<file path="config.mk">
export PLATFORM = sky130hd
export DESIGN_NAME = m3inv_queue
export DESIGN_NICKNAME = d
export VERILOG_FILES = /design/src/hw/rtl/m3inv_pkg.sv /design/src/hw/rtl/m3inv_queue.sv
export SDC_FILE = /design/constraint.sdc
export NUM_CORES = 1
export LEC_CHECK = 0
export BUFFER_PORTS_ARGS = -buffer_cell sky130_fd_sc_hd__buf_2
export CAP_MARGIN = 20
export CORE_MARGIN = 3
export CORE_UTILIZATION = 45
export DETAILED_ROUTE_END_ITERATION = 10
export PLACE_DENSITY_LB_ADDON = 0.05
export REMOVE_ABC_BUFFERS = 1
export SYNTH_ARGS = -nofsm -noshare
export SYNTH_HDL_FRONTEND = slang
export SYNTH_SLANG_ARGS = --single-unit
</file>
<file path="constraint.sdc">
create_clock -name clock -period 2.8 [get_ports clock]
set_clock_uncertainty 0.15 [all_clocks]
set_input_delay 0 -clock clock [delete_from_list [all_inputs] [get_ports clock]]
set_output_delay 0 -clock clock [all_outputs]
set_load 0.01 [all_outputs]
</file>
<file path="src/hw/rtl/m3inv_pkg.sv">
// Package for the 3x3 matrix inverse unit.
// Holds default widths, the threshold register reset, cofactor index tables and
// the control struct passed from the front end through the queue to the back end.
package m3inv_pkg;

   localparam int DEF_ENTRY_WIDTH = 24;
   localparam int DEF_FRAC_BITS   = 16;
   localparam int NUM_ENTRIES     = 9;
   localparam int THRESH_WIDTH    = 40;
   localparam logic [THRESH_WIDTH-1:0] THRESH_RESET = 40'd28147498;
   localparam int QUEUE_DEPTH     = 8;
   localparam int FRONT_STAGES    = 6;

   typedef logic [3:0] idx_type;

   // Cofactor k is m[A]*m[B] - m[C]*m[D], row-major entry numbering.
   localparam idx_type CF_A [NUM_ENTRIES] = '{4'd4, 4'd2, 4'd1, 4'd5, 4'd0, 4'd2, 4'd3, 4'd1, 4'd0};
   localparam idx_type CF_B [NUM_ENTRIES] = '{4'd8, 4'd7, 4'd5, 4'd6, 4'd8, 4'd3, 4'd7, 4'd6, 4'd4};
   localparam idx_type CF_C [NUM_ENTRIES] = '{4'd5, 4'd1, 4'd2, 4'd3, 4'd2, 4'd0, 4'd4, 4'd0, 4'd1};
   localparam idx_type CF_D [NUM_ENTRIES] = '{4'd7, 4'd8, 4'd4, 4'd8, 4'd6, 4'd5, 4'd6, 4'd7, 4'd3};

   typedef struct packed {
      logic singular;
      logic det_neg;
   } m3inv_ctl_type;

endpackage

</file>
<file path="src/hw/rtl/m3inv_queue.sv">
// Short queue between the front end and the back end of the matrix inverse unit.
// The head is popped whenever the queue holds an item. Depends on m3inv_pkg.
module m3inv_queue
   import m3inv_pkg::*;
#(
   parameter int WIDTH = 8,
   parameter int DEPTH = QUEUE_DEPTH
) (
   input  logic                       clock,
   input  logic                       reset,
   input  logic                       push,
   input  m3inv_ctl_type              push_ctl,
   input  logic [WIDTH-1:0]           push_data,
   output logic                       pop_valid,
   output m3inv_ctl_type              pop_ctl,
   output logic [WIDTH-1:0]           pop_data,
   output logic [$clog2(DEPTH+1)-1:0] count
);

   localparam int PTRW = $clog2(DEPTH);
   localparam int CNTW = $clog2(DEPTH+1);
   localparam int EWID = WIDTH + $bits(m3inv_ctl_type);

   logic [EWID-1:0] mem_ff [DEPTH];
   logic [PTRW-1:0] wr_ptr_ff, wr_ptr_in, rd_ptr_ff, rd_ptr_in;
   logic [CNTW-1:0] count_ff, count_in;
   logic            pop;

   always_comb begin
      pop       = (count_ff != '0);
      wr_ptr_in = push ? wr_ptr_ff + PTRW'(1) : wr_ptr_ff;
      rd_ptr_in = pop ? rd_ptr_ff + PTRW'(1) : rd_ptr_ff;
      count_in  = count_ff + CNTW'(push) - CNTW'(pop);
   end

   always_ff @(posedge clock) begin
      if (reset) begin
         wr_ptr_ff <= '0;
         rd_ptr_ff <= '0;
         count_ff  <= '0;
      end else begin
         wr_ptr_ff <= wr_ptr_in;
         rd_ptr_ff <= rd_ptr_in;
         count_ff  <= count_in;
      end
   end

   always_ff @(posedge clock) begin
      if (push) begin
         mem_ff[wr_ptr_ff] <= {push_ctl, push_data};
      end
   end

   assign pop_valid = pop;
   assign {pop_ctl, pop_data} = mem_ff[rd_ptr_ff];
   assign count = count_ff;

endmodule

</file>
**After elaboration in Yosys (flattened, before gate mapping)**

Memory sizes are Yosys's and may differ from the RTL's. A register that Yosys moved wholly into a read port is not among the register bits.
Cells that the tools add are included.

- Output and inout port bits: 15
- Memories: 1
- Bits of input ports: 13
- RAM bits: 80
- Logic and storage cells: 13
- Register bits: 10

- Add/sub/neg operators: 4
- Reduce and logical (&&, ||, !) cells: 1
- Mux-type cells: 4

Memories:

| memory | depth | bits a word | read ports | clocked after Yosys merged registers in | wr ports | line | text |
|---|---|---|---|---|---|---|---|
| mem_ff | 8 | 10 | 1 | 1 | 1 | m3inv_queue.sv:24 | `logic [EWID-1:0] mem_ff [DEPTH];` |

Operators by type and width:

| operator | number |
|---|---|
| $add A3 B1 Y3 const B | 2 |
| $mux W3 | 2 |
| $add A4 B1 Y4 | 1 |
| $reduce_bool A4 Y1 | 1 |
| $sub A4 B1 Y4 | 1 |
| $mux W1 | 2 |

**Depth between registers and ports, before layout**

Gate-level depths: netlist of run 1.

- Depth after elaboration: 3
- Gate-level depth with buffers: 11
- Gate-level depth less buffers: 11

**Least setup slack after synthesis of run 1**

No wires, ideal clock.

- Kind: register -> register
- From: register count_ff[2] (netlist: count[2])
- To: register count_ff[2] (netlist: count[2])
- Stages on the path, launching flop included: 12
- Period minus slack after synthesis: 2474 ps
- Path slack: 326 ps
- Data required time: 2522 ps
- Data arrival time: 2197 ps
- Library setup time: 128 ps
- Path buffers: 0
- Cell sequence: dfxtp_1 inv_1 ha_1 nor3b_1 inv_1 ha_1 inv_1 ha_1 inv_1 fa_1 xor2_1 nor2_1

- Cells in the longest elaborated chain, start to end: 2
- Elaborated cells on any way between the ends: 3
- Classes of those cells: 2 x add/sub; 1 x reduce/logical

Ends and longest elaborated chain:

| item | line | text |
|---|---|---|
| start: declaration | m3inv_queue.sv:26 | `logic [CNTW-1:0] count_ff, count_in;` |
| start signal: assignment | m3inv_queue.sv:44 | `count_ff <= count_in;` |
| $reduce_bool A4 Y1 | m3inv_queue.sv:30 | `pop = (count_ff != '0);` |
| via pop_valid | m3inv_queue.sv:14 | `output logic pop_valid,` |
| $sub A4 B1 Y4 | m3inv_queue.sv:33 | `count_in = count_ff + CNTW'(push) - CNTW'(pop);` |

The timed path passes the listed nets, and every way through them passes these cells.
A chain may end at the register's enable or synchronous reset.

**Worst setup path after layout of run 1**

- From: register count_ff[2] (netlist: count[2])
- To: register count_ff[2] (netlist: count[2])

- Cells in the longest elaborated chain, start to end: 2
- Elaborated cells on any way between the ends: 3
- Classes of those cells: 2 x add/sub; 1 x reduce/logical

Ends and longest elaborated chain:

| item | line |
|---|---|
| $add A4 B1 Y4 or $reduce_bool A4 Y1 (tied branches) | m3inv_queue.sv:33, m3inv_queue.sv:30 |
| $sub A4 B1 Y4 * | m3inv_queue.sv:33 |

Mark *: on every way between the ends. The rest lies on a longest branch, timed or not.

==> metrics.cfg, run 1 <==
[clock_network]
cts_tree = yes
insertion_delay_ns = 0.34
cts_resized = 0
cts_root_buf = clkbuf_8
clkTransAtPathRegs_ns = 0.09
cts-htree-levels = 3
postCtsSetupBuffers = 0
numCtsBuffers = 9
cts_hold_buf = 12
clock_sinks = 93
clockBufferDepth = 2

[min_path]
min-delay-path-class = input port to flop
hold_path.startpoint = push_data[3]
hold_depth = 2
min_to = mem_ff[7][3]

[sta]
hold_viol = 0
max_freq_ghz = 0.4242
max_slew_margin_pct = 57.41
tightest_slew_ns = 0.6380
finalMaxSlewViolations = 0
finalCritPeriodShare_pct = 84.20
period_needed_ns = 2.358
rsz0062_at_grt = false
tns_ns = 0
finalSetupViolations = 0

[drt]
drtIter0Drc = 112
num_vias = 1844
drt-total-wl_um = 6864
drt_first_pass_iters = 4
ant_nets = 0
post_drt_via_cell_ratio = 5.254
route.detailed.drc = 0
wl_per_cell_um = 19.56

[power]
leakage_nw = 1.540
power.switching_mw = 0.9446
pwr-share-clk_pct = 24.5
vdd_ir_drop_max_uv = 613.6
p_per_area_mw_per_mm2 = 788.3
pwr-share-comb_pct = 26.6
switching_share_pct = 27.62
seq_power_share_pct = 48.9
p_int_mw = 2.475

[global_route]
grt_pass1_vias = 1986
grt_antenna_before_repair = 0
grt_max_degree = 21
grt_pass1_wl_um = 10480
grt_overflow = 0
gr-usage-all-layers_pct = 16.19

[critical_path]
crit_arrival_ns = 2.45
reg2reg_from = count[2]
cp-start-kind = flop
crit_fanout = 5
end_kind = flop
path_class = flop to flop
cp.required_ns = 2.90
r2r-end = count[2]
rrSetupSlack_ns = 0.44
reg2reg_depth = 12

[die]
die_h_um = 96.57
core-area_mm2 = 0.007848
dieWidth_um = 96.57
start_util_pct = 47.03
design.die.area_mm2 = 0.009325
rows = 32
pin_count = 28

[final_layout]
layout.nets = 266
diodes = 0
layout-drive-gt1-share_pct = 26.91
area_growth_pct = 17.53
postLayoutCoreUtil_pct = 55.28
layout.area.seq_mm2 = 0.002663
multiInputGateArea_um2 = 957.2
fillers = 642

[logic_synthesis]
yosys_warnings = 0
avgSynthCellArea_um2 = 19.95
syn_area_mm2 = 0.003691
synth_cells = 185
ys_types = 24
synth-seq-cells = 93
ys_seq_area_share_pct = 72.14

[run]
cap_viol_max_count = 0

[placement]
portBuffers = 27
routabilityCongestion = 0.7518
dpl.hpwl_um = 4491

[outcome]
status = complete, no violations

## worst max path at each step
| stage | from | endpoint | slack [ns] |
|---|---|---|---|
| 3_5_place_dp | count[2] | count[2] | 0.46 |
| 3_3_place_gp | count[2] | count[2] | 0.58 |
| 5_1_grt | count[2] | count[2] | 0.35 |
| 2_1_floorplan | count[2] | count[2] | 0.34 |
| 6_report | count[2] | count[2] | 0.44 |
| 4_1_cts | count[2] | count[2] | 0.43 |
## metrics by stage
| step | area, um^2 | cells | power (mW) | setup slack (ns) | hold WS [ns] |
|---|---|---|---|---|---|
| 4_1_cts | 4338 | 351 | 3.459 | 0.4316 | 0.2821 |
| 3_5_place_dp | 4036 | 324 | 2.614 | 0.4612 | 0.1210 |
| 2_1_floorplan | 3654 | 179 | 2.280 | 0.3388 | -0.08331 |
| 6_report | 4338 | 351 | 3.420 | 0.4425 | 0.2972 |
| 3_3_place_gp | 4036 | 324 | 2.559 | 0.5774 | 0.1064 |
| 5_1_grt | 4338 | 351 | 3.597 | 0.3523 | 0.3189 |
## placed cells by master, fill, tap and decap left out
master	Yosys	final
ha_1	7	7
xor2_1	3	3
mux4_1	20	20
nor2b_1	1	1
fa_1	1	1
o21ai_0	1	1
nor3b_1	1	1
edfxtp_1	80	80
buf_4	0	16
nor3_1	2	2
mux2i_1	2	2
buf_2	0	27
clkbuf_8	0	9
or3_1	1	1
nor2_1	15	15
inv_1	9	9
clkinvlp_4	0	2
nand3_1	1	1
dfxtp_1	13	13
mux2_2	10	10
dlygate4sd3_1	0	12
xnor2_1	1	1
clkbuf_1	3	2
bufinv_16	0	1
clkinv_2	0	1
a21oi_1	3	3
a31o_2	1	1
nand2_1	3	3
nand2b_1	4	4
## layer usage
metal,track usage [%],vias to the layer above,wire (um)
met1,19.74,939,2966
met2,28.45,33,3542
met3,3.098,11,244
li1,-,861,-
met5,0,-,0
met4,6.308,0,111
## kinds of logic after synthesis
| family | count (synthesis) | share of synthesized area, % |
|---|---|---|
| AO/OA/AOI/OAI | 5 | 0.7795 |
| flip-flops | 93 | 72.14 |
| adder cells (fa/ha/maj) | 8 | 2.915 |
| buffers and inverters | 15 | 1.932 |
| AND/OR/NAND/NOR | 28 | 3.458 |
| XOR/XNOR | 4 | 0.9493 |
| multiplexers | 32 | 17.83 |
## power by group through the flow
stage	combinational [mW]	clock [mW]	sequential [mW]
floorplan	0.553	0	1.73
global placement	0.857	0	1.70
detailed placement	0.907	0	1.71
CTS	0.924	0.859	1.68
global route	1.00	0.914	1.68
finish	0.911	0.838	1.67
## cells in the mapped netlist
cell type / instances / area, um^2
mux2_2: 10 / 112.6
mux4_1: 20 / 525.5
inv_1: 9 / 33.78
nand3_1: 1 / 5.000
fa_1: 1 / 20.02
nor2_1: 15 / 56.30
nand2_1: 3 / 11.26
nor2b_1: 1 / 6.260
dfxtp_1: 13 / 260.3
or3_1: 1 / 6.260
buf_6: 2 / 22.52
xnor2_1: 1 / 8.760
buf_1: 1 / 3.750
xor2_1: 3 / 26.28
ha_1: 7 / 87.58
mux2i_1: 2 / 20.02
o21ai_0: 1 / 5.000
a31o_2: 1 / 8.760
clkbuf_1: 3 / 11.26
nor3_1: 2 / 10.01
nor3b_1: 1 / 7.510
nand2b_1: 4 / 25.02
a21oi_1: 3 / 15.01
edfxtp_1: 80 / 2402
## registers in the layout, indices dropped and copies added (netlist names), named ones only
register / cells
mem_ff: 80
count: 4
rd_ptr_ff: 3
wr_ptr_ff: 3
## cell type report
class	count	area share [%]
sequential	93	61.38
multi-input combinational	77	22.07
timing repair buffer	55	8.653
clock buffer	11	3.029
tap	102	2.942
clock inverter	4	1.154
inverter	9	0.7788
## critical path, cell delays in order (launching register included)
cell     delay, ns
dfxtp_1       0.32
inv_1         0.08
ha_1          0.16
nor3b_1       0.21
buf_4         0.17
inv_1         0.05
ha_1          0.26
inv_1         0.06
ha_1          0.15
inv_1         0.06
fa_1          0.38
xor2_1        0.17
nor2_1        0.05
(Power assumes the default switching activity.)
==> run 2: changes to the inputs <==
clock period = 1.95 ns   (was 2.8 ns; I/O delays follow)
==> run 2 against run 1 <==
  * The run now ends with negative hold slack, negative setup slack left
  * Die area unchanged
  * Sequential power increased by 45%
  * Clock power increased by 49%
  * Sequential share of layout area decreased by 3.5 points
  * Core utilization increased by 3.5 points
  * Global-route usage about the same
  * Critical path type unchanged
  * Largest power group unchanged
==> metrics.cfg, run 2 (synthesis results as in run 1) <==
[sta]
tightest_slew_ns = 0.4042  ; -0.2338 ns
finalSetupViolations = 13  ; +13
max_slew_margin_pct = 73.02  ; +16 points
holdWs_ns = -0.1778  ; -0.4750 ns
finalCritPeriodShare_pct = 111.2  ; +27 points
hold_viol = 9  ; +9
tns_ns = -0.9207  ; -0.9207 ns
finalMaxSlewViolations = 0  ; unchanged
rsz0062_at_grt = true
fin_ws_ns = -0.2191  ; -0.6616 ns
max_freq_ghz = 0.4610  ; +8.7%
period_needed_ns = 2.169  ; -0.1884 ns

[clock_network]
numCtsBuffers = 9  ; unchanged
cts_root_buf = clkbuf_8
cts-htree-levels = 3  ; unchanged
clkTransAtPathRegs_ns = 0.09  ; about the same
clockBufferDepth = 2  ; unchanged
cts_hold_buf = 14  ; +2
clock_sinks = 93  ; unchanged
cts_tree = yes
insertion_delay_ns = 0.35  ; about the same

[global_route]
grt_max_degree = 21  ; unchanged
grt_pass1_vias = 2045  ; +3.0%
grt_overflow = 0  ; unchanged
grt_pass1_wl_um = 10610  ; +1.2%
grt_antenna_before_repair = 0  ; unchanged
gr-usage-all-layers_pct = 16.16  ; -0.033 points

[power]
p_per_area_mw_per_mm2 = 1236  ; +57%
leakage_nw = 1.646  ; +6.9%
vdd_ir_drop_max_uv = 651.6  ; +6.2%
fin_total_pwr_mw = 5.701  ; +67%

[die]
core-area_mm2 = 0.007848  ; unchanged
die_h_um = 96.57  ; unchanged
design.die.area_mm2 = 0.009325  ; unchanged
rows = 32  ; unchanged
dieWidth_um = 96.57  ; unchanged
pin_count = 28  ; unchanged
start_util_pct = 47.03  ; unchanged

[drt]
post_drt_via_cell_ratio = 5.177  ; -1.5%
ant_nets = 0  ; unchanged
drt-total-wl_um = 7026  ; +2.4%
num_vias = 1900  ; +3.0%
route.detailed.drc = 0  ; unchanged
drt_first_pass_iters = 4  ; unchanged
wl_per_cell_um = 19.14  ; -2.1%
drtIter0Drc = 65  ; -42%

[final_layout]
largest_register = mem_ff
area_growth_pct = 24.98
final_cells = 367  ; +4.6%
layout-drive-gt1-share_pct = 43.40  ; +16 points
layout_commonest_cell = edfxtp_1
layout.nets = 281  ; +5.6%
postLayoutCoreUtil_pct = 58.79  ; +3.5 points
fin_area_mm2 = 0.004613  ; +6.3%
largest_reg_flops = 80  ; unchanged
diodes = 0  ; unchanged
mostFrequentLayoutCells = 80 x edfxtp_1, 25 x buf_4, 20 x mux4_2, 17 x buf_2

[placement]
dp.cells = 331  ; +2.2%
dp_slack_ns = -0.3446  ; -0.8058 ns
routabilityCongestion = 0.6858  ; -8.8%
dpl.hpwl_um = 4327  ; -3.7%
placed_area_mm2 = 0.004101  ; +1.6%
portBuffers = 27  ; unchanged

[critical_path]
cp.required_ns = 2.04  ; -0.86 ns
cp-start-kind = flop
reg2reg_from = count[3]
crit_arrival_ns = 2.26  ; -0.19 ns
crit_path_start = count[3]
max_stage_delay_ns = 0.52  ; +0.14 ns
crit_buf_inv = 4  ; -1
crit_slowest_cell = fa_2
path_cells = inv_2, ha_4, nor3b_4, inv_1, ha_1, inv_1, ha_2, inv_2, fa_2, nor2_2
crit_family = adder cells
crit_fanout = 2  ; -3
end_kind = flop
path_class = flop to flop

[min_path]
min-delay-path-class = input port to flop
hold_path.startpoint = reset

[run]
cap_viol_max_count = 0  ; unchanged

[outcome]
violations = negative hold slack, negative setup slack
status = complete, but fails checks

[run 2: cell count changes in the layout (fill, tap and decap cells not counted), moves of 8 or more]
| cell | delta |
|---|---|
| buf_2 | -10 |
| mux4_1 | -20 |
| buf_6 | +10 |
| mux2_2 | -8 |
| buf_4 | +9 |
| mux2_4 | +8 |
| mux4_2 | +20 |
[run 2: worst paths after layout]
check | to | slack (ns) | depth (start not counted)
max reg2reg | count[1] | -0.22 | 10
max | count[1] | -0.22 | 10
min | count[1] | -0.18 | 2
min reg2reg | rd_ptr_ff[2] | 0.37 | 2
[run 2: cell type report]
type                            instances  area [um^2]
Clock buffer                            9        123.9
Fill cell                             630         3234
Clock inverter                          7        72.57
Inverter                                9        33.78
Sequential cell                        93         2669
Tap cell                              102        127.6
Timing Repair Buffer                   70        623.1
Multi-Input combinational cell         77        963.4
[run 2: layer usage]
layer | vias to the layer above | global-route usage, % | wire, um
li1 | 870 | - | -
met1 | 967 | 19.31 | 2820
met2 | 50 | 28.33 | 3723
met3 | 13 | 2.789 | 324
met4 | 0 | 7.710 | 158
met5 | - | 0 | 0
[run 2: worst reg2reg max path, cell delays in order, from the launching register on]
cell and delay (ns):
dfxtp_2 0.33, inv_2 0.07, ha_4 0.13, nor3b_4 0.19, inv_1 0.08, ha_1 0.28, inv_1 0.06, ha_2 0.18
inv_2 0.04, fa_2 0.52, nor2_2 0.04
[run 2: power by group]
part           internal, mW  switching, mW  total (mW)  leakage, nW
Combinational          1.21          0.822        2.03        0.712
Clock                 0.598          0.656        1.25       0.0993
Sequential             2.29          0.124        2.42        0.835
Total                  4.10           1.60        5.70         1.65
[run 2: timing repair]
item                       in CTS  in global routing
gates cloned                    1                  2
setup endpoints to repair      13                 13
gates resized for setup        34                 23
setup buffers                   2                  1
hold endpoints to repair       93                  9
pin swaps                       1                  0
==> run 3: changes to the inputs <==
CAP_MARGIN = unset   (was 20)
CORE_ASPECT_RATIO = 2   (was unset)
MAX_ROUTING_LAYER = met4   (was unset)
==> run 3 against run 2 <==
  * The run still ends with negative hold slack, negative setup slack left
  * Sequential cell count unchanged
  * Sequential power about the same
  * Clock power increased by 46%
  * Sequential share of layout area decreased by 2.1 points
  * Global-route usage increased by 1.3 points
  * Maximum frequency increased by 4.8%
  * Worst setup slack improved by 0.10 ns
  * Register-to-register slack improved by 0.10 ns
  * Cell count decreased by 0.54%
==> metrics.cfg, run 3 (synthesis results as in run 1) <==
[outcome]
status = complete, but fails checks
violations = negative hold slack, negative setup slack

[global_route]
grt_pass1_vias = 2099  ; +2.6%
busiest_layer = met2
grt_max_degree = 21  ; unchanged
grt_overflow = 0  ; unchanged
grt_antenna_before_repair = 0  ; unchanged
met2_usage_pct = 30.14  ; +1.8 points
grt_pass1_wl_um = 11370  ; +7.2%
gr-usage-all-layers_pct = 17.44  ; +1.3 points
grt.met3_usage_pct = 3.826  ; +1.0 points
met1_usage_pct = 19.24  ; -0.063 points

[sta]
tightest_slew_ns = 0.3168  ; -0.08743 ns
period_needed_ns = 2.069  ; -0.09998 ns
holdWs_ns = -0.1507  ; +0.02712 ns
max_freq_ghz = 0.4833  ; +4.8%
finalMaxSlewViolations = 0  ; unchanged
fin_ws_ns = -0.1191  ; +0.09998 ns
finalCritPeriodShare_pct = 106.1  ; -5.1 points
rsz0062_at_grt = true
finalSetupViolations = 15  ; +2
hold_viol = 5  ; -4
max_slew_margin_pct = 78.88  ; +5.9 points

[final_layout]
final_cells = 365  ; -0.54%
mostFrequentLayoutCells = 80 x edfxtp_1, 25 x buf_4, 19 x mux4_2, 17 x dlygate4sd3_1, 16 x buf_2
layout_commonest_cell = edfxtp_1
fillers = 626  ; -0.63%
area_growth_pct = 29.80
largest_register = mem_ff
diodes = 0  ; unchanged
layout.nets = 285  ; +1.4%
layout-drive-gt1-share_pct = 43.49  ; +0.098 points
largest_reg_flops = 80  ; unchanged

[power]
p_per_area_mw_per_mm2 = 1346  ; +8.9%
switching_share_pct = 25.94  ; -2.2 points
fin_total_pwr_mw = 6.450  ; +13%
pwr-share-clk_pct = 28.2  ; +6.2 points
power.switching_mw = 1.673  ; +4.5%
vdd_ir_drop_max_uv = 1306  ; +100%
p_int_mw = 4.777  ; +17%
pwr-share-comb_pct = 34.6  ; -1.0 points
leakage_nw = 1.721  ; +4.5%
seq_power_share_pct = 37.2  ; -5.2 points

[min_path]
hold_path.startpoint = reset
hold_depth = 2  ; unchanged
min_to = count[0]
min-delay-path-class = input port to flop

[drt]
route.detailed.drc = 0  ; unchanged
wl_per_cell_um = 20.32  ; +6.1%
drt-total-wl_um = 7416  ; +5.6%
post_drt_via_cell_ratio = 5.219  ; +0.81%
num_vias = 1905  ; +0.26%
ant_nets = 0  ; unchanged
drt_first_pass_iters = 4  ; unchanged
drtIter0Drc = 196  ; +200%

[clock_network]
clockBufferDepth = 2  ; unchanged
cts_tree = yes
cts_root_buf = clkbuf_16
numCtsBuffers = 9  ; unchanged
clock_sinks = 93  ; unchanged
clkTransAtPathRegs_ns = 0.06  ; -0.03 ns
insertion_delay_ns = 0.34  ; about the same
cts-htree-levels = 3  ; unchanged
cts_hold_buf = 17  ; +3

[placement]
routabilityCongestion = 0.7004  ; +2.1%
portBuffers = 27  ; unchanged
dpl.hpwl_um = 4410  ; +1.9%
dp.cells = 322  ; -2.7%

[critical_path]
rrSetupSlack_ns = -0.12  ; +0.10 ns
end_kind = flop
reg2reg_depth = 10  ; unchanged
crit_arrival_ns = 2.14  ; -0.12 ns
path_class = flop to flop
cp-start-kind = flop
crit_fanout = 2  ; unchanged
cp.required_ns = 2.02  ; -0.02 ns
r2r-end = count[1]
reg2reg_from = count[2]

[die]
pin_count = 28  ; unchanged
rows = 46  ; +44%
die_h_um = 134.1  ; +39%
dieWidth_um = 70.04  ; -27%
core-area_mm2 = 0.007943  ; +1.2%
start_util_pct = 46.47  ; -0.56 points
design.die.area_mm2 = 0.009391  ; +0.71%

[run]
cap_viol_max_count = 0  ; unchanged

## run 3: power groups by stage
stage / Sequential [mW] / Combinational, mW / Clock [mW]
6_report: 2.40 / 2.23 / 1.82
5_1_grt: 2.41 / 2.42 / 1.92
4_1_cts: 2.38 / 1.97 / 1.86
3_5_place_dp: 2.39 / 1.43 / 0
3_3_place_gp: 2.38 / 1.37 / 0
2_1_floorplan: 2.48 / 0.794 / 0
## run 3: worst max-delay path, stage by stage, from the launching register on
cell	delay, ns
dfxtp_2	0.33
inv_2	0.07
ha_4	0.12
nor3b_4	0.21
inv_2	0.09
ha_4	0.22
inv_2	0.06
ha_4	0.12
inv_2	0.04
fa_2	0.53
nor2_2	0.04
## run 3: how the worst max path moves through the flow
stage             start       end  slack, ns  depth (start not counted)
2_1_floorplan  count[2]  count[2]      -0.51                         11
3_3_place_gp   count[2]  count[2]      -0.20                         11
3_5_place_dp   count[2]  count[2]      -0.27                         11
4_1_cts        count[2]  count[1]      -0.16                         10
5_1_grt        count[3]  count[2]      -0.18                         11
6_report       count[2]  count[1]      -0.12                         10
## run 3: per-stage QoR
| stage | setup TNS (ns) | utilization, % | area [um^2] | setup WS (ns) |
|---|---|---|---|---|
| after global routing | -1.791 | 60.32 | 4791 | -0.1758 |
| after global placement | -0.3585 | 51.26 | 4071 | -0.2007 |
| after CTS | -1.339 | 59.37 | 4716 | -0.1572 |
| after floorplan | -1.432 | - | 3654 | -0.5112 |
| final | -0.7646 | 60.32 | 4791 | -0.1191 |
| after detailed placement | -0.5649 | 51.26 | 4071 | -0.2686 |
## run 3: repair_timing
item                                   in CTS  in global routing
cloned                                      2                  1
buffers inserted                            9                  0
setup endpoints to repair                  13                 18
resized for setup                          30                 30
endpoints found under the hold margin      93                  5
pin swaps                                   0                  3
## run 3: final cells by class
class | instances | area, um^2 | area share, %
Clock buffer | 11 | 232.7 | 4.858
Inverter | 9 | 33.78 | 0.7051
Sequential cell | 93 | 2669 | 55.71
Clock inverter | 5 | 85.08 | 1.776
Multi-Input combinational cell | 77 | 977.2 | 20.40
Timing Repair Buffer | 74 | 673.1 | 14.05
Tap cell | 96 | 120.1 | 2.507
## run 3: routing by layer
layer | routed length (um) | up-vias
met5 | 0 | -
li1 | - | 883
met3 | 184 | 7
met2 | 4184 | 31
met4 | 126 | 0
met1 | 2921 | 984
